**config.mk**
```make
export PLATFORM = sky130hd
export DESIGN_NAME = priority_scheduler_with_aging
export DESIGN_NICKNAME = d
export VERILOG_FILES = /design/src/hdl/psa_pkg.sv /design/src/hdl/psa_ram.sv /design/src/hdl/psa_ctrl.sv /design/src/hdl/psa_dpath.sv /design/src/hdl/priority_scheduler_with_aging.sv
export VERILOG_INCLUDE_DIRS = /design/src /design/src/hdl
export SDC_FILE = /design/constraint.sdc
export NUM_CORES = 2
export LEC_CHECK = 0
export BUFFER_PORTS_ARGS = -buffer_cell sky130_fd_sc_hd__buf_4
export CORE_MARGIN = 5
export CORE_UTILIZATION = 50
export CTS_CLUSTER_SIZE = 40
export DETAILED_ROUTE_END_ITERATION = 16
export PLACE_DENSITY = 0.7
export SYNTH_ARGS = -nofsm -noshare
export SYNTH_HDL_FRONTEND = slang
export SYNTH_SLANG_ARGS = --single-unit
```
**constraint.sdc**
```tcl
create_clock -name aclk -period 8.1 [get_ports aclk]
set_input_delay 1.62 -clock aclk [delete_from_list [all_inputs] [get_ports aclk]]
set_output_delay 1.62 -clock aclk [all_outputs]
set_load 0.005 [all_outputs]
```
**src/hdl/priority_scheduler_with_aging_defines.svh**
```systemverilog
// Assertion macros used by the priority scheduler sequencer (psa_ctrl).
// Plain text macros only; no dependencies.
`ifndef PRIORITY_SCHEDULER_WITH_AGING_DEFINES_SVH
`define PRIORITY_SCHEDULER_WITH_AGING_DEFINES_SVH

// same-cycle implication
`define PSA_ASSERT_IMP(lbl, clk, rstn, ante, cons, msg) \
    lbl: assert property (@(posedge clk) disable iff (!rstn) (ante) |-> (cons)) else $error(msg);

// next-cycle implication
`define PSA_ASSERT_NXT(lbl, clk, rstn, ante, cons, msg) \
    lbl: assert property (@(posedge clk) disable iff (!rstn) (ante) |=> (cons)) else $error(msg);

`endif

```
**src/hdl/psa_pkg.sv**
```systemverilog
// Types and codes for the priority scheduler with aging.
// No dependencies.
package psa_pkg;

    typedef struct packed {
        logic [2:0] command;
        logic [3:0] slot;
        logic [2:0] priority_req;
        logic       exempt;
    } in_item_t;

    typedef struct packed {
        logic [3:0] running_slot;
        logic       running_valid;
        logic       switched;
        logic [2:0] quantum_left;
        logic [1:0] status;
    } out_item_t;

    localparam logic [2:0] CMD_TICK    = 3'd0;
    localparam logic [2:0] CMD_ADMIT   = 3'd1;
    localparam logic [2:0] CMD_YIELD   = 3'd2;
    localparam logic [2:0] CMD_BLOCK   = 3'd3;
    localparam logic [2:0] CMD_UNBLOCK = 3'd4;
    localparam logic [2:0] CMD_EXIT    = 3'd5;

    localparam logic [1:0] STAT_OK     = 2'd0;
    localparam logic [1:0] STAT_BAD    = 2'd1;
    localparam logic [1:0] STAT_NOTBLK = 2'd2;
    localparam logic [1:0] STAT_FULL   = 2'd3;

    localparam logic [2:0] TS_FREE    = 3'd0;
    localparam logic [2:0] TS_READY   = 3'd1;
    localparam logic [2:0] TS_RUNNING = 3'd2;
    localparam logic [2:0] TS_BLOCKED = 3'd3;
    localparam logic [2:0] TS_EXITED  = 3'd4;

    localparam logic [3:0] OP_NONE     = 4'd0;
    localparam logic [3:0] OP_LATCH    = 4'd1;
    localparam logic [3:0] OP_EXEC     = 4'd2;
    localparam logic [3:0] OP_SW_HEAD  = 4'd3;
    localparam logic [3:0] OP_AGE_LOAD = 4'd4;
    localparam logic [3:0] OP_AGE_STEP = 4'd5;
    localparam logic [3:0] OP_AGE_EVAL = 4'd6;
    localparam logic [3:0] OP_BOOST    = 4'd7;
    localparam logic [3:0] OP_AGE_PUSH = 4'd8;
    localparam logic [3:0] OP_SEL_STEP = 4'd9;
    localparam logic [3:0] OP_SEL_EVAL = 4'd10;

    typedef struct packed {
        logic [3:0] op;
    } dp_cmd_t;

    typedef struct packed {
        logic go_switch;
        logic sw_nocur;
        logic sw_spend;
        logic n_zero;
        logic lv_last;
        logic exempt;
        logic boost_done;
        logic sel_nz;
        logic lv_zero;
        logic sel_hit;
    } dp_stat_t;

endpackage

```
**src/hdl/psa_ram.sv**
```systemverilog
// Generic single-write, single-read RAM with registered read data.
// No dependencies.
module psa_ram #(
    parameter int WIDTH = 4,
    parameter int DEPTH = 80
) (
    input  logic                     aclk,
    input  logic                     wr_en,
    input  logic [$clog2(DEPTH)-1:0] wr_addr,
    input  logic [WIDTH-1:0]         wr_data,
    input  logic                     rd_en,
    input  logic [$clog2(DEPTH)-1:0] rd_addr,
    output logic [WIDTH-1:0]         rd_data
);
    logic [WIDTH-1:0] mem_reg [DEPTH];

    always_ff @(posedge aclk) begin
        if (wr_en) begin
            mem_reg[wr_addr] <= wr_data;
        end
        if (rd_en) begin
            rd_data <= mem_reg[rd_addr];
        end
    end
endmodule

```
**src/hdl/psa_ctrl.sv**
```systemverilog
// Sequencer of the scheduler: steps the datapath through one command.
// Depends on psa_pkg and the assertion macro header.
`include "priority_scheduler_with_aging_defines.svh"
module psa_ctrl (
    input  logic               aclk,
    input  logic               aresetn,
    input  logic               s_valid,
    output logic               s_ready,
    input  logic               out_free,
    output logic               out_load,
    input  psa_pkg::dp_stat_t  stat,
    output psa_pkg::dp_cmd_t   cmd
);
    import psa_pkg::*;

    localparam logic [3:0] ST_IDLE     = 4'd0;
    localparam logic [3:0] ST_DECODE   = 4'd1;
    localparam logic [3:0] ST_SW       = 4'd2;
    localparam logic [3:0] ST_AGE_LVL  = 4'd3;
    localparam logic [3:0] ST_AGE_CHK  = 4'd4;
    localparam logic [3:0] ST_AGE_EVAL = 4'd5;
    localparam logic [3:0] ST_BOOST    = 4'd6;
    localparam logic [3:0] ST_AGE_PUSH = 4'd7;
    localparam logic [3:0] ST_SEL_CHK  = 4'd8;
    localparam logic [3:0] ST_SEL_EVAL = 4'd9;
    localparam logic [3:0] ST_DONE     = 4'd10;

    logic [3:0] state_reg, state_next;

    always_comb begin
        state_next = state_reg;
        cmd.op     = OP_NONE;
        s_ready    = 1'b0;
        out_load   = 1'b0;
        unique case (state_reg)
            ST_IDLE: begin
                s_ready = 1'b1;
                if (s_valid) begin
                    cmd.op     = OP_LATCH;
                    state_next = ST_DECODE;
                end
            end
            ST_DECODE: begin
                cmd.op     = OP_EXEC;
                state_next = stat.go_switch ? ST_SW : ST_DONE;
            end
            ST_SW: begin
                cmd.op = OP_SW_HEAD;
                priority if (stat.sw_nocur) state_next = ST_SEL_CHK;
                else if (stat.sw_spend) state_next = ST_DONE;
                else state_next = ST_AGE_LVL;
            end
            ST_AGE_LVL: begin
                cmd.op     = OP_AGE_LOAD;
                state_next = ST_AGE_CHK;
            end
            ST_AGE_CHK: begin
                cmd.op = OP_AGE_STEP;
                priority if (!stat.n_zero) state_next = ST_AGE_EVAL;
                else if (stat.lv_last) state_next = ST_SEL_CHK;
                else state_next = ST_AGE_LVL;
            end
            ST_AGE_EVAL: begin
                cmd.op     = OP_AGE_EVAL;
                state_next = stat.exempt ? ST_AGE_CHK : ST_BOOST;
            end
            ST_BOOST: begin
                cmd.op = OP_BOOST;
                if (stat.boost_done) state_next = ST_AGE_PUSH;
            end
            ST_AGE_PUSH: begin
                cmd.op     = OP_AGE_PUSH;
                state_next = ST_AGE_CHK;
            end
            ST_SEL_CHK: begin
                cmd.op = OP_SEL_STEP;
                priority if (stat.sel_nz) state_next = ST_SEL_EVAL;
                else if (stat.lv_zero) state_next = ST_DONE;
                else state_next = ST_SEL_CHK;
            end
            ST_SEL_EVAL: begin
                cmd.op     = OP_SEL_EVAL;
                state_next = stat.sel_hit ? ST_DONE : ST_SEL_CHK;
            end
            ST_DONE: begin
                if (out_free) begin
                    out_load   = 1'b1;
                    state_next = ST_IDLE;
                end
            end
            default: state_next = ST_IDLE;
        endcase
    end

    always_ff @(posedge aclk) begin
        if (!aresetn) begin
            state_reg <= ST_IDLE;
        end else begin
            state_reg <= state_next;
        end
    end

    `PSA_ASSERT_NXT(a_accept_decode, aclk, aresetn, s_valid && s_ready,
        state_reg == ST_DECODE, "accepted transfer not decoded")
    `PSA_ASSERT_IMP(a_age_rd_lat, aclk, aresetn, state_reg == ST_AGE_EVAL,
        $past(state_reg) == ST_AGE_CHK, "aging eval without fifo read")
    `PSA_ASSERT_IMP(a_sel_rd_lat, aclk, aresetn, state_reg == ST_SEL_EVAL,
        $past(state_reg) == ST_SEL_CHK, "select eval without fifo read")
endmodule

```
**src/hdl/psa_dpath.sv**
```systemverilog
// Datapath of the scheduler: slot records, level FIFOs, aging and selection.
// Depends on psa_pkg and psa_ram.
module psa_dpath #(
    parameter int NUM_LEVELS = 5,
    parameter int NUM_SLOTS  = 16,
    parameter int WAIT_BITS  = 16
) (
    input  logic                 aclk,
    input  logic                 aresetn,
    input  psa_pkg::dp_cmd_t     cmd,
    output psa_pkg::dp_stat_t    stat,
    input  psa_pkg::in_item_t    s_item,
    input  logic [15:0]          wait_thresh,
    input  logic [2:0]           max_boost,
    output psa_pkg::out_item_t   result
);
    import psa_pkg::*;

    localparam int SLOT_W = $clog2(NUM_SLOTS);
    localparam int LV_W   = $clog2(NUM_LEVELS);
    localparam int CNT_W  = $clog2(NUM_SLOTS + 1);
    localparam int DEPTH  = NUM_LEVELS * NUM_SLOTS;
    localparam int AD_W   = $clog2(DEPTH);
    localparam int AW     = ((WAIT_BITS > 16) ? WAIT_BITS : 16) + 4;

    function automatic logic [LV_W-1:0] lvl_of(input logic [2:0] p);
        if (p == 3'd0) return '0;
        else if (p > 3'(NUM_LEVELS)) return LV_W'(NUM_LEVELS - 1);
        else return LV_W'(p - 3'd1);
    endfunction

    function automatic logic [AD_W-1:0] fifo_addr(input logic [LV_W-1:0] lv,
                                                  input logic [SLOT_W:0] pos);
        logic [SLOT_W:0] wp;
        wp = (pos < (SLOT_W+1)'(NUM_SLOTS)) ? pos : pos - (SLOT_W+1)'(NUM_SLOTS);
        return AD_W'(AD_W'(lv) * AD_W'(NUM_SLOTS)) + AD_W'(wp);
    endfunction

    in_item_t            in_reg, in_next;
    logic [1:0]          status_reg, status_next;
    logic                full_reg, full_next;
    logic                sw_reg, sw_next;
    logic                yield_reg, yield_next;
    logic [SLOT_W-1:0]   cur_reg, cur_next;
    logic                cur_valid_reg, cur_valid_next;
    logic [2:0]          quant_reg, quant_next;
    logic [LV_W-1:0]     lv_reg, lv_next;
    logic [CNT_W-1:0]    n_reg, n_next;
    logic [SLOT_W-1:0]   s_reg, s_next;
    logic [AW-1:0]       acc_reg, acc_next;
    logic [2:0]          boost_reg, boost_next;

    logic [2:0]           tst_reg  [NUM_SLOTS], tst_next  [NUM_SLOTS];
    logic [2:0]           pri_reg  [NUM_SLOTS], pri_next  [NUM_SLOTS];
    logic [2:0]           base_reg [NUM_SLOTS], base_next [NUM_SLOTS];
    logic [WAIT_BITS-1:0] wait_reg [NUM_SLOTS], wait_next [NUM_SLOTS];
    logic                 exm_reg  [NUM_SLOTS], exm_next  [NUM_SLOTS];
    logic [SLOT_W-1:0]    head_reg [NUM_LEVELS], head_next [NUM_LEVELS];
    logic [CNT_W-1:0]     cnt_reg  [NUM_LEVELS], cnt_next  [NUM_LEVELS];

    logic                wr_en, rd_en;
    logic [AD_W-1:0]     wr_addr, rd_addr;
    logic [SLOT_W-1:0]   wr_data, rd_data;

    logic                push_en, pop_en;
    logic [LV_W-1:0]     push_lv;
    logic [SLOT_W-1:0]   push_data;

    logic [SLOT_W-1:0]   idx;
    logic                slot_ok;
    logic [15:0]         thr_eff;
    logic [3:0]          np_sum;
    logic [2:0]          np;
    logic [LV_W-1:0]     tl, alv;

    psa_ram #(.WIDTH(SLOT_W), .DEPTH(DEPTH)) u_fifo_ram (
        .aclk    (aclk),
        .wr_en   (wr_en),
        .wr_addr (wr_addr),
        .wr_data (wr_data),
        .rd_en   (rd_en),
        .rd_addr (rd_addr),
        .rd_data (rd_data)
    );

    assign idx     = SLOT_W'(in_reg.slot);
    assign slot_ok = 7'(in_reg.slot) < 7'(NUM_SLOTS);
    assign thr_eff = (wait_thresh == 16'd0) ? 16'd1 : wait_thresh;

    always_comb begin
        stat.go_switch = (in_reg.command == CMD_TICK) || (in_reg.command == CMD_YIELD)
            || ((in_reg.command == CMD_BLOCK) && slot_ok && (tst_reg[idx] != TS_FREE)
                && cur_valid_reg && (cur_reg == idx));
        stat.sw_nocur   = !cur_valid_reg;
        stat.sw_spend   = cur_valid_reg && (tst_reg[cur_reg] == TS_RUNNING)
                          && (quant_reg != 3'd0) && !yield_reg;
        stat.n_zero     = (n_reg == '0);
        stat.lv_last    = (lv_reg == LV_W'(NUM_LEVELS - 1));
        stat.exempt     = exm_reg[rd_data];
        stat.boost_done = !((acc_reg <= AW'(wait_reg[s_reg])) && (boost_reg < max_boost));
        stat.sel_nz     = (cnt_reg[lv_reg] != '0);
        stat.lv_zero    = (lv_reg == '0);
        stat.sel_hit    = (tst_reg[rd_data] == TS_READY);
    end

    assign np_sum = 4'(base_reg[s_reg]) + 4'(boost_reg);
    always_comb begin
        np = pri_reg[s_reg];
        if ((AW'(thr_eff) <= AW'(wait_reg[s_reg])) && (pri_reg[s_reg] < 3'(NUM_LEVELS))) begin
            np = (np_sum > 4'(NUM_LEVELS)) ? 3'(NUM_LEVELS) : np_sum[2:0];
        end
    end
    assign tl  = lvl_of(np);
    assign alv = LV_W'(in_reg.priority_req - 3'd1);

    always_comb begin
        in_next        = in_reg;
        status_next    = status_reg;
        full_next      = full_reg;
        sw_next        = sw_reg;
        yield_next     = yield_reg;
        cur_next       = cur_reg;
        cur_valid_next = cur_valid_reg;
        quant_next     = quant_reg;
        lv_next        = lv_reg;
        n_next         = n_reg;
        s_next         = s_reg;
        acc_next       = acc_reg;
        boost_next     = boost_reg;
        tst_next       = tst_reg;
        pri_next       = pri_reg;
        base_next      = base_reg;
        wait_next      = wait_reg;
        exm_next       = exm_reg;
        head_next      = head_reg;
        cnt_next       = cnt_reg;
        push_en        = 1'b0;
        push_lv        = '0;
        push_data      = '0;
        pop_en         = 1'b0;

        unique case (cmd.op)
            OP_LATCH: begin
                in_next     = s_item;
                status_next = STAT_OK;
                full_next   = 1'b0;
                sw_next     = 1'b0;
            end
            OP_EXEC: begin
                unique case (in_reg.command)
                    CMD_YIELD: yield_next = 1'b1;
                    CMD_ADMIT: begin
                        if (!slot_ok || (tst_reg[idx] != TS_FREE)
                            || (in_reg.priority_req == 3'd0)
                            || (in_reg.priority_req > 3'(NUM_LEVELS))) begin
                            status_next = STAT_BAD;
                        end else if (cnt_reg[alv] >= CNT_W'(NUM_SLOTS)) begin
                            status_next = STAT_FULL;
                        end else begin
                            push_en         = 1'b1;
                            push_lv         = alv;
                            push_data       = idx;
                            tst_next[idx]   = TS_READY;
                            pri_next[idx]   = in_reg.priority_req;
                            base_next[idx]  = in_reg.priority_req;
                            wait_next[idx]  = '0;
                            exm_next[idx]   = in_reg.exempt;
                        end
                    end
                    CMD_BLOCK: begin
                        if (!slot_ok || (tst_reg[idx] == TS_FREE)) begin
                            status_next = STAT_BAD;
                        end else begin
                            tst_next[idx] = TS_BLOCKED;
                            if (cur_valid_reg && (cur_reg == idx)) yield_next = 1'b1;
                        end
                    end
                    CMD_UNBLOCK: begin
                        if (!slot_ok) begin
                            status_next = STAT_BAD;
                        end else if (tst_reg[idx] != TS_BLOCKED) begin
                            status_next = STAT_NOTBLK;
                        end else if (cnt_reg[lvl_of(pri_reg[idx])] >= CNT_W'(NUM_SLOTS)) begin
                            status_next = STAT_FULL;
                        end else begin
                            push_en       = 1'b1;
                            push_lv       = lvl_of(pri_reg[idx]);
                            push_data     = idx;
                            tst_next[idx] = TS_READY;
                        end
                    end
                    CMD_EXIT: begin
                        if (!slot_ok || (tst_reg[idx] == TS_FREE)) status_next = STAT_BAD;
                        else tst_next[idx] = TS_EXITED;
                    end
                    default: ;
                endcase
            end
            OP_SW_HEAD: begin
                if (!cur_valid_reg) begin
                    lv_next = LV_W'(NUM_LEVELS - 1);
                end else if (tst_reg[cur_reg] == TS_RUNNING) begin
                    if ((quant_reg != 3'd0) && !yield_reg) begin
                        quant_next = quant_reg - 3'd1;
                    end else begin
                        tst_next[cur_reg] = TS_READY;
                        pri_next[cur_reg] = base_reg[cur_reg];
                        if (cnt_reg[lvl_of(base_reg[cur_reg])] < CNT_W'(NUM_SLOTS)) begin
                            push_en   = 1'b1;
                            push_lv   = lvl_of(base_reg[cur_reg]);
                            push_data = cur_reg;
                        end else begin
                            full_next = 1'b1;
                        end
                        lv_next = '0;
                    end
                end else begin
                    quant_next = 3'd0;
                    lv_next    = '0;
                end
            end
            OP_AGE_LOAD: n_next = cnt_reg[lv_reg];
            OP_AGE_STEP: begin
                if (n_reg == '0) begin
                    if (lv_reg != LV_W'(NUM_LEVELS - 1)) lv_next = lv_reg + 1'b1;
                end else begin
                    pop_en = 1'b1;
                    n_next = n_reg - 1'b1;
                end
            end
            OP_AGE_EVAL: begin
                s_next = rd_data;
                if (exm_reg[rd_data]) begin
                    push_en   = 1'b1;
                    push_lv   = lv_reg;
                    push_data = rd_data;
                end else begin
                    if (wait_reg[rd_data] != '1) wait_next[rd_data] = wait_reg[rd_data] + 1'b1;
                    acc_next   = AW'(thr_eff);
                    boost_next = 3'd0;
                end
            end
            OP_BOOST: begin
                if (!stat.boost_done) begin
                    boost_next = boost_reg + 3'd1;
                    acc_next   = acc_reg + AW'(thr_eff);
                end
            end
            OP_AGE_PUSH: begin
                push_en   = 1'b1;
                push_data = s_reg;
                if (cnt_reg[tl] < CNT_W'(NUM_SLOTS)) begin
                    push_lv         = tl;
                    pri_next[s_reg] = np;
                end else begin
                    push_lv   = lv_reg;
                    full_next = 1'b1;
                end
            end
            OP_SEL_STEP: begin
                if (cnt_reg[lv_reg] != '0) pop_en = 1'b1;
                else if (lv_reg == '0) cur_valid_next = 1'b0;
                else lv_next = lv_reg - 1'b1;
            end
            OP_SEL_EVAL: begin
                if (tst_reg[rd_data] == TS_READY) begin
                    yield_next         = 1'b0;
                    quant_next         = (pri_reg[rd_data] != 3'd0) ? pri_reg[rd_data] - 3'd1
                                                                    : 3'd0;
                    tst_next[rd_data]  = TS_RUNNING;
                    wait_next[rd_data] = '0;
                    cur_next           = rd_data;
                    cur_valid_next     = 1'b1;
                    sw_next            = 1'b1;
                end
            end
            default: ;
        endcase

        wr_en   = push_en;
        wr_data = push_data;
        wr_addr = fifo_addr(push_lv,
                            (SLOT_W+1)'(head_reg[push_lv]) + (SLOT_W+1)'(cnt_reg[push_lv]));
        if (push_en) cnt_next[push_lv] = cnt_reg[push_lv] + 1'b1;

        rd_en   = pop_en;
        rd_addr = fifo_addr(lv_reg, (SLOT_W+1)'(head_reg[lv_reg]));
        if (pop_en) begin
            head_next[lv_reg] = (head_reg[lv_reg] == SLOT_W'(NUM_SLOTS - 1)) ? '0
                                : head_reg[lv_reg] + 1'b1;
            cnt_next[lv_reg]  = cnt_reg[lv_reg] - 1'b1;
        end
    end

    always_ff @(posedge aclk) begin
        in_reg    <= in_next;
        lv_reg    <= lv_next;
        n_reg     <= n_next;
        s_reg     <= s_next;
        acc_reg   <= acc_next;
        boost_reg <= boost_next;
        if (!aresetn) begin
            status_reg    <= STAT_OK;
            full_reg      <= 1'b0;
            sw_reg        <= 1'b0;
            yield_reg     <= 1'b0;
            cur_reg       <= '0;
            cur_valid_reg <= 1'b0;
            quant_reg     <= 3'd0;
            for (int i = 0; i < NUM_SLOTS; i++) begin
                tst_reg[i]  <= TS_FREE;
                pri_reg[i]  <= 3'd0;
                base_reg[i] <= 3'd0;
                wait_reg[i] <= '0;
                exm_reg[i]  <= 1'b0;
            end
            for (int l = 0; l < NUM_LEVELS; l++) begin
                head_reg[l] <= '0;
                cnt_reg[l]  <= '0;
            end
        end else begin
            status_reg    <= status_next;
            full_reg      <= full_next;
            sw_reg        <= sw_next;
            yield_reg     <= yield_next;
            cur_reg       <= cur_next;
            cur_valid_reg <= cur_valid_next;
            quant_reg     <= quant_next;
            tst_reg       <= tst_next;
            pri_reg       <= pri_next;
            base_reg      <= base_next;
            wait_reg      <= wait_next;
            exm_reg       <= exm_next;
            head_reg      <= head_next;
            cnt_reg       <= cnt_next;
        end
    end

    always_comb begin
        result.running_slot  = cur_valid_reg ? 4'(cur_reg) : 4'd0;
        result.running_valid = cur_valid_reg;
        result.switched      = sw_reg;
        result.quantum_left  = cur_valid_reg ? quant_reg : 3'd0;
        result.status        = full_reg ? STAT_FULL : status_reg;
    end
endmodule

```
**src/hdl/priority_scheduler_with_aging.sv**
```systemverilog
// Top level of the multilevel priority scheduler with aging.
// Depends on psa_pkg, psa_ctrl, psa_dpath, psa_ram.
//
//   channel  | ports               | moves
//   ---------+---------------------+-------------------------------
//   command  | s_valid/s_ready     | one in_item_t per transfer
//   result   | m_valid/m_ready     | one out_item_t per command
//   config   | APB psel..pready    | wait threshold @0, max_boost @4
//
// Simple commands pass only through the decode and done states. A switch
// takes each queued entry through check, evaluate, boost and push for aging,
// with up to 7 boost steps each, and checks then evaluates each popped entry.
// Reset is synchronous; no clearing pass. The next command is taken while a
// result waits in the output register; a stalled output holds the sequencer.
module priority_scheduler_with_aging #(
    parameter int NUM_LEVELS = 5,
    parameter int NUM_SLOTS  = 16,
    parameter int WAIT_BITS  = 16
) (
    input  logic                aclk,
    input  logic                aresetn,
    input  logic                s_valid,
    output logic                s_ready,
    input  psa_pkg::in_item_t   s_item,
    output logic                m_valid,
    input  logic                m_ready,
    output psa_pkg::out_item_t  m_item,
    input  logic                psel,
    input  logic                penable,
    input  logic                pwrite,
    input  logic [2:0]          paddr,
    input  logic [31:0]         pwdata,
    output logic [31:0]         prdata,
    output logic                pready
);
    import psa_pkg::*;

    logic [15:0] thr_reg, thr_next;
    logic [2:0]  maxb_reg, maxb_next;
    logic        m_valid_reg, m_valid_next;
    out_item_t   m_item_reg, m_item_next;
    logic        out_free, out_load;
    dp_cmd_t     dcmd;
    dp_stat_t    dstat;
    out_item_t   result;

    assign pready = 1'b1;
    assign prdata = paddr[2] ? {29'd0, maxb_reg} : {16'd0, thr_reg};

    always_comb begin
        thr_next  = thr_reg;
        maxb_next = maxb_reg;
        if (psel && penable && pwrite) begin
            if (paddr[2]) maxb_next = pwdata[2:0];
            else thr_next = pwdata[15:0];
        end
    end

    assign out_free     = !m_valid_reg || m_ready;
    assign m_valid_next = out_load ? 1'b1 : (m_ready ? 1'b0 : m_valid_reg);
    assign m_item_next  = out_load ? result : m_item_reg;
    assign m_valid      = m_valid_reg;
    assign m_item       = m_item_reg;

    always_ff @(posedge aclk) begin
        m_item_reg <= m_item_next;
        if (!aresetn) begin
            thr_reg     <= 16'd10;
            maxb_reg    <= 3'd2;
            m_valid_reg <= 1'b0;
        end else begin
            thr_reg     <= thr_next;
            maxb_reg    <= maxb_next;
            m_valid_reg <= m_valid_next;
        end
    end

    psa_ctrl u_ctrl (
        .aclk     (aclk),
        .aresetn  (aresetn),
        .s_valid  (s_valid),
        .s_ready  (s_ready),
        .out_free (out_free),
        .out_load (out_load),
        .stat     (dstat),
        .cmd      (dcmd)
    );

    psa_dpath #(
        .NUM_LEVELS (NUM_LEVELS),
        .NUM_SLOTS  (NUM_SLOTS),
        .WAIT_BITS  (WAIT_BITS)
    ) u_dpath (
        .aclk        (aclk),
        .aresetn     (aresetn),
        .cmd         (dcmd),
        .stat        (dstat),
        .s_item      (s_item),
        .wait_thresh (thr_reg),
        .max_boost   (maxb_reg),
        .result      (result)
    );
endmodule

```
-- Word level (Yosys, flattened, before mapping)
Memory sizes are Yosys's and may differ from the RTL's. A register that Yosys moved wholly into a read port is not among the register bits.
Index checks and enable logic that the tools add are counted.
- register bits after elaboration: 555
- memory bits (writable): 320
- bits of input ports: 53
- word-level logic and storage cells: 577
- memories: 1
- memory list (name ; depth ; width ; read ports ; clocked after memory_dff ; write ports ; line ; source):
    u_dpath.u_fifo_ram.mem_reg ; 80 ; 4 ; 1 ; 1 ; 1 ; psa_ram.sv:15 ; logic [WIDTH-1:0] mem_reg [DEPTH];
- add/subtract/negate cells: 20
- $lt $le $gt $ge: 30
- eq/ne operators: 70
- mux-type cells: 238
- bitwise operators: 32
- reduce and logical (&&, ||, !) cells: 71
- operator list (cell ; count):
    256-bit 2-to-1 mux ; 6
    48-bit 2-to-1 mux ; 17
    256-bit case mux with 3 select lines ; 1
    256-bit bitwise AND ; 2
    256-bit NOT ; 2
    48-bit case mux with 3 select lines ; 2
    256-bit bitwise mux ; 1
    48-bit bitwise mux ; 4
    48-bit case mux with 4 select lines ; 1
    3-bit 2-to-1 mux ; 59
    32-bit bitwise AND ; 4
    16-bit binary-select mux with 4-bit select ; 2
    16-bit demux with 4-bit select ; 2
    16-bit 2-to-1 mux ; 8
    32-bit NOT ; 4
    3-bit binary-select mux with 4-bit select ; 8
    4-bit 2-to-1 mux ; 24
    5-bit binary-select mux with 3-bit select ; 6
    5-bit 2-to-1 mux ; 16
    4-bit case mux with 10 select lines ; 2
    16-bit OR ; 4
    25-bit bitwise mux ; 2
    25-bit 2-to-1 mux ; 2
    3-bit demux with 4-bit select ; 4
    87 further kinds ; 278

-- Depth between registers and ports, before layout
- depth after elaboration: 30
- depth in mapped cells: 34

-- Hierarchy
From an unflattened synthesis, not the netlist that was laid out.
- cells, all modules: 4296
- area, all modules: 46980.1 sq um
- modules (own cells, without submodules) (module ; times used ; cells each ; area an instance (sq um) ; seq. area each (sq um)):
    psa_dpath ; 1 ; 3451 ; 32207.1 ; 10870.4
    psa_ram ; 1 ; 646 ; 12889.9 ; 9729.3
    priority_scheduler_with_aging ; 1 ; 133 ; 1420.1 ; 730.7
    psa_ctrl ; 1 ; 66 ; 462.9 ; 80.1

-- Worst setup path after synthesis
OpenSTA, ideal clock, no wires.
- kind: reg2reg
- start: register u_dpath.s_reg[0]
- end: memory u_dpath.u_fifo_ram.mem_reg[2][0] (enable)
- library setup time: 377 ps
- arrival: 8279 ps
- required time: 7723 ps
- slack: -556 ps
- stages on the path, launching flop included: 32
- path buffers: 5
- period minus slack after synthesis: 8656 ps
- path through: edfxtp_1 -> buf_4 -> buf_6 -> clkbuf_1 -> buf_1 -> mux4_2 -> mux4_2 -> inv_1 -> ha_1 -> a21oi_1 -> o21ai_0 -> a221oi_1 -> o211ai_1 -> a221oi_1 -> or2_2 -> inv_1 -> ha_1 -> nand2_1 -> o21ai_0 -> or3_1 -> and2_1 -> a2111o_1 -> and3_1 -> buf_6 -> nand2_2 -> mux4_2 -> a22oi_1 -> inv_1 -> fa_1 -> nor2b_1 -> nand2_1 -> nor4_1
- word-level cells in the longest chain between the ends: 26
- elaborated cells between the ends (all ways): 41
- those cells by class: 5 x add/sub; 6 x order compare; 25 x mux; 3 x bitwise; 2 x reduce/logical
- RTL lines (item ; line ; source):
    start, declared ; psa_dpath.sv:49 ; logic [SLOT_W-1:0] s_reg, s_next;
    start signal, assigned ; psa_dpath.sv:299 ; s_reg <= s_next;
    4-bit NOT with 5-bit output (not written as such) (*) ; psa_dpath.sv:106, psa_dpath.sv:108, psa_dpath.sv:109 ;
    3-bit binary-select mux with 4-bit select ; psa_dpath.sv:106 ; assign np_sum = 4'(base_reg[s_reg]) + 4'(boost_reg);
    3-bit 2-to-1 mux (not written as such) (2 in series) ; psa_dpath.sv:106 ;
    3-bit by 3-bit adder with 4-bit output ; psa_dpath.sv:106 ;
    4-bit by 3-bit > comparator with 1-bit output ; psa_dpath.sv:110 ; np = (np_sum > 4'(NUM_LEVELS)) ? 3'(NUM_LEVELS) : np_sum[2:0];
    3-bit 2-to-1 mux ; psa_dpath.sv:110 ;
    3-bit 2-to-1 mux (*) ; psa_dpath.sv:109 ; if ((AW'(thr_eff) <= AW'(wait_reg[s_reg])) && (pri_reg[s_reg] < 3'(NUM_LEVELS))) begin
    3-bit by 1-bit subtractor with 3-bit output or 3-bit > comparator (tied branches) ; psa_dpath.sv:29, psa_dpath.sv:28 ;
    [... 8 more ...] ; -- ;
    3-bit case mux with 4 select lines (*) ; psa_dpath.sv:142 ; unique case (cmd.op)
    3-bit NOT with 4-bit output (not written as such) ; psa_dpath.sv:283 ; (SLOT_W+1)'(head_reg[push_lv]) + (SLOT_W+1)'(cnt_reg[push_lv]));
    4-bit binary-select mux with 3-bit select or 5-bit binary-select mux with 3-bit select (tied branches) ; psa_dpath.sv:283 ;
    4-bit 2-to-1 mux (not written as such) or 5-bit 2-to-1 mux (tied branches) (2 in series) ; psa_dpath.sv:283 ;
    4-bit by 5-bit adder with 5-bit output ; psa_dpath.sv:283 ;
    5-bit subtractor or 5-bit less-than comparator (tied branches) ; psa_dpath.sv:35 ; wp = (pos < (SLOT_W+1)'(NUM_SLOTS)) ? pos : pos - (SLOT_W+1)'(NUM_SLOTS);
    5-bit 2-to-1 mux ; psa_dpath.sv:35 ;
    7-bit by 5-bit adder with 7-bit output (*) ; psa_dpath.sv:36 ; return AD_W'(AD_W'(lv) * AD_W'(NUM_SLOTS)) + AD_W'(wp);
    end, declared ; psa_ram.sv:15 ;
Every way passes the cells marked *; elsewhere a longest branch is shown, timed or not. The select of a mux whose other input is x is not followed.

-- Worst setup path after layout
- start: register u_dpath.s_reg[0]
- end: memory u_dpath.u_fifo_ram.mem_reg[2][3] (enable)
Same word-level chain as after synthesis.

==> results.json <==
{
  "async_reset_ff_share_pct": 0,
  "setup_viol": 0,
  "cts_root_buffer": "clkbuf_16",
  "dpl.cell_count": 6089,
  "power_switching_w": 0.00352,
  "viasPerCell": 6.45,
  "antennaDiodeCount": 0,
  "hold_viol": 0,
  "endpoint_kind": "register",
  "comb_power_share_pct": 20.1,
  "p_clk_share_pct": 37.5,
  "core_area_um2": 95000,
  "largest_register_ffs": 320,
  "die_w_um": 320,
  "slew_headroom_pct": 10.1,
  "final_common_cell": "nor2_1",
  "wl_per_cell_um": 24.2,
  "cp_slowest_cell": "fa_2",
  "syn_avg_cell_area_um2": 9.82,
  "internal_power_w": 0.00782,
  "cts_tree": "built",
  "report.final.slew_viol_count": 0,
  "power.leakage_nw": 18.7,
  "reg2reg_depth": 32,
  "dieHeight_um": 320,
  "fmax_mhz": 124,
  "start_util_pct": 50.4,
  "outcome": "complete, no violations",
  "routabilityCongestion": 0.988,
  "tns_ps": 0,
  "p_per_area_nw_per_um2": 206,
  "layout_common_cells": "nor2_1 (804), a21oi_1 (524), nand2_1 (522), dfxtp_1 (498), edfxtp_1 (381)",
  "timing.rr.start": "u_dpath.s_reg[0]",
  "period_share_pct": 99.9,
  "r2r_slack_ps": 9,
  "yosys_warnings": 0,
  "cts_buffer_depth": 3,
  "dp_hpwl_um": 97300,
  "rr_endpoint": "u_dpath.u_fifo_ram.mem_reg[2][3]",
  "switching_share_pct": 31.0,
  "drc": 0,
  "irDropWorstVdd_mv": 0.195,
  "numCtsBuffers": 95,
  "hold_start": "u_dpath.status_reg[0]",
  "min_path_cells": 2,
  "portBuffers": 63,
  "worst_ep_arrival_time_ps": 8420,
  "synth.distinct_cells": 85,
  "critical_path.startpoint_type": "register",
  "rsz0062_at_grt": "yes",
  "worst_ep_required_time_ps": 8430,
  "num_vias": 40600,
  "netlist_area_um2": 47900,
  "crit_path_max_fanout": 5,
  "grt_usage_pct": 28.4,
  "insertion_delay_ps": 700,
  "clkSinkCount": 879,
  "min_to": "u_dpath.status_reg[0]",
  "grt_pass1_vias": 38700,
  "rows": 113,
  "p_seq_share_pct": 42.5,
  "cpLargestDelayFamily": "simple AND/OR/NAND/NOR gates",
  "die-area_um2": 102000,
  "grt_pass1_wl_um": 229000,
  "crit_buf_inv": 10,
  "synth_ff_type": "dfxtp_1",
  "clk_pin_slew_ps": 60,
  "drive_above_1_share_pct": 19.8,
  "antenna_found_initial": 3,
  "worst_slew_pin_slew_ps": 1340,
  "htreeDepth": 3,
  "syn_to_final_growth_pct": 15.0,
  "seq_area_frac_synth_pct": 44.7,
  "detail_route.iter0.violations": 5702,
  "fin_crit_ps": 8090,
  "hold_path.class": "register to register",
  "synth_edf_count": 381,
  "cap_viol_max_count": 0,
  "ys_ff_latch": 879,
  "final_cells": 6295,
  "nNetsFinal": 5086,
  "pin_count": 99,
  "drtAntennaViolNets": 0,
  "slowest_delay_ps": 630,
  "finClkSkew_ps": 43.7,
  "overflow": 0,
  "path_class": "register to register",
  "grt_max_degree": 165,
  "syn_inst": 4875,
  "drtPass1Iterations": 8,
  "routed_wl_um": 153000
}
power by group through the flow:
stage | Sequential (W) | Combinational [W] | Clock (W)
after floorplan | 0.00481 | 0.00149 | 0
after global placement | 0.00490 | 0.00211 | 0
after detailed placement | 0.00490 | 0.00213 | 0
after CTS | 0.00481 | 0.00217 | 0.00429
after global routing | 0.00482 | 0.00240 | 0.00449
final | 0.00481 | 0.00228 | 0.00425
tightest hold or removal path: stages, from the launching register on:
cell and delay [ps]:
dfxtp_1 310, nand2_1 50, a21oi_1 50
logic make-up (layout without fill, tap and decap cells):
family                   count (synthesis)  after routing  synth area share (%)
multiplexers                           451            451                  16.9
XOR/XNOR                                57             58                  1.04
AO/OA/AOI/OAI                         1106           1106                  14.4
other                                    2             17                0.0157
flip-flops                             879            879                  44.7
AND/OR/NAND/NOR                       1806           1806                  16.6
buffers and inverters                  493            632                  4.18
adder cells (fa/ha/maj)                 81             81                  2.16
stage by stage:
| stage | util [%] | setup WS, ps | hold WS [ps] | total power (W) | cell area, um2 |
|---|---|---|---|---|---|
| final | 58.0 | 9.22 | 461 | 0.0113 | 55100 |
| after global placement | 53.6 | -443 | 420 | 0.00701 | 50900 |
| after detailed placement | 53.6 | -540 | 426 | 0.00704 | 50900 |
| after global routing | 58.0 | -144 | 478 | 0.0117 | 55100 |
| after CTS | 57.2 | 25.6 | 463 | 0.0113 | 54400 |
| after floorplan | - | -49.8 | 406 | 0.00630 | 48100 |
final cells by class:
type                    count  area (um2)
clock buffers             128        2650
well taps                1265        1580
inverters                  77         302
flip-flops and latches    879       21400
multi-input cells        3519       25500
repair buffers            381        3290
clock inverters            46         393
fillers                  7874       39900
how the worst max path moves through the flow:
stage / start / end / slack (ps) / cells past startpoint
after floorplan: u_dpath.s_reg[0] / u_dpath.u_fifo_ram.mem_reg[1][0] / -50 / 31
after global placement: u_dpath.s_reg[0] / u_dpath.u_fifo_ram.mem_reg[36][1] / -440 / 31
after detailed placement: u_dpath.s_reg[0] / u_dpath.u_fifo_ram.mem_reg[48][1] / -540 / 27
after CTS: u_dpath.s_reg[0] / u_dpath.u_fifo_ram.mem_reg[64][0] / 30 / 33
after global routing: u_dpath.s_reg[0] / u_dpath.u_fifo_ram.mem_reg[34][3] / -140 / 33
final: u_dpath.s_reg[0] / u_dpath.u_fifo_ram.mem_reg[2][3] / 9 / 32
routing by layer:
| layer | part of all wire (%) | track usage (%) | up-vias | wire (um) |
|---|---|---|---|---|
| met3 | 10 | 5.96 | 601 | 15700 |
| met4 | 6.1 | 14.6 | 4 | 9380 |
| met2 | 46 | 45.3 | 2512 | 70200 |
| met1 | 37 | 36.9 | 19500 | 57200 |
| li1 | - | - | 18000 | - |
| met5 | 0.018 | 0 | - | 27 |
synth_stat cells (13+ instances only):
| cell | instances | area share (%) |
|---|---|---|
| nand2b_1 | 85 | 1.1 |
| dfxtp_1 | 498 | 21 |
| o22ai_1 | 26 | 0.34 |
| a21boi_0 | 15 | 0.24 |
| a311oi_1 | 30 | 0.55 |
| buf_1 | 52 | 0.41 |
| nor3_1 | 74 | 0.77 |
| o221ai_1 | 55 | 1.0 |
| o21ai_0 | 144 | 1.5 |
| edfxtp_1 | 381 | 24 |
| a22oi_1 | 56 | 0.88 |
| nor4_2 | 20 | 0.52 |
| inv_1 | 74 | 0.58 |
| a21oi_1 | 531 | 5.5 |
| a211oi_1 | 38 | 0.60 |
| nor4_1 | 32 | 0.42 |
| nor2b_1 | 52 | 0.68 |
| clkbuf_1 | 306 | 2.4 |
| nand2_1 | 528 | 4.1 |
| mux4_2 | 284 | 13 |
| xor2_1 | 23 | 0.42 |
| buf_4 | 22 | 0.34 |
| and3_1 | 71 | 0.93 |
| a32oi_1 | 20 | 0.37 |
| and2_1 | 22 | 0.29 |
| nand3_1 | 57 | 0.60 |
| buf_2 | 32 | 0.33 |
| mux2i_1 | 156 | 3.3 |
| nor2_1 | 809 | 6.3 |
| a22o_1 | 13 | 0.24 |
| ha_1 | 77 | 2.0 |
| xnor2_1 | 34 | 0.62 |
| a31oi_1 | 35 | 0.46 |
| a21o_1 | 19 | 0.30 |
repair_timing:
action                                  CTS  global route
pin swaps                                 3            34
hold buffers                              0             0
gates resized for setup                  52           104
hold endpoints to repair                  0             0
cloned                                    2             3
endpoints found under the setup margin  320           320
buffers inserted                          3            25
Note: power is estimated with default switching activity, not from simulation.
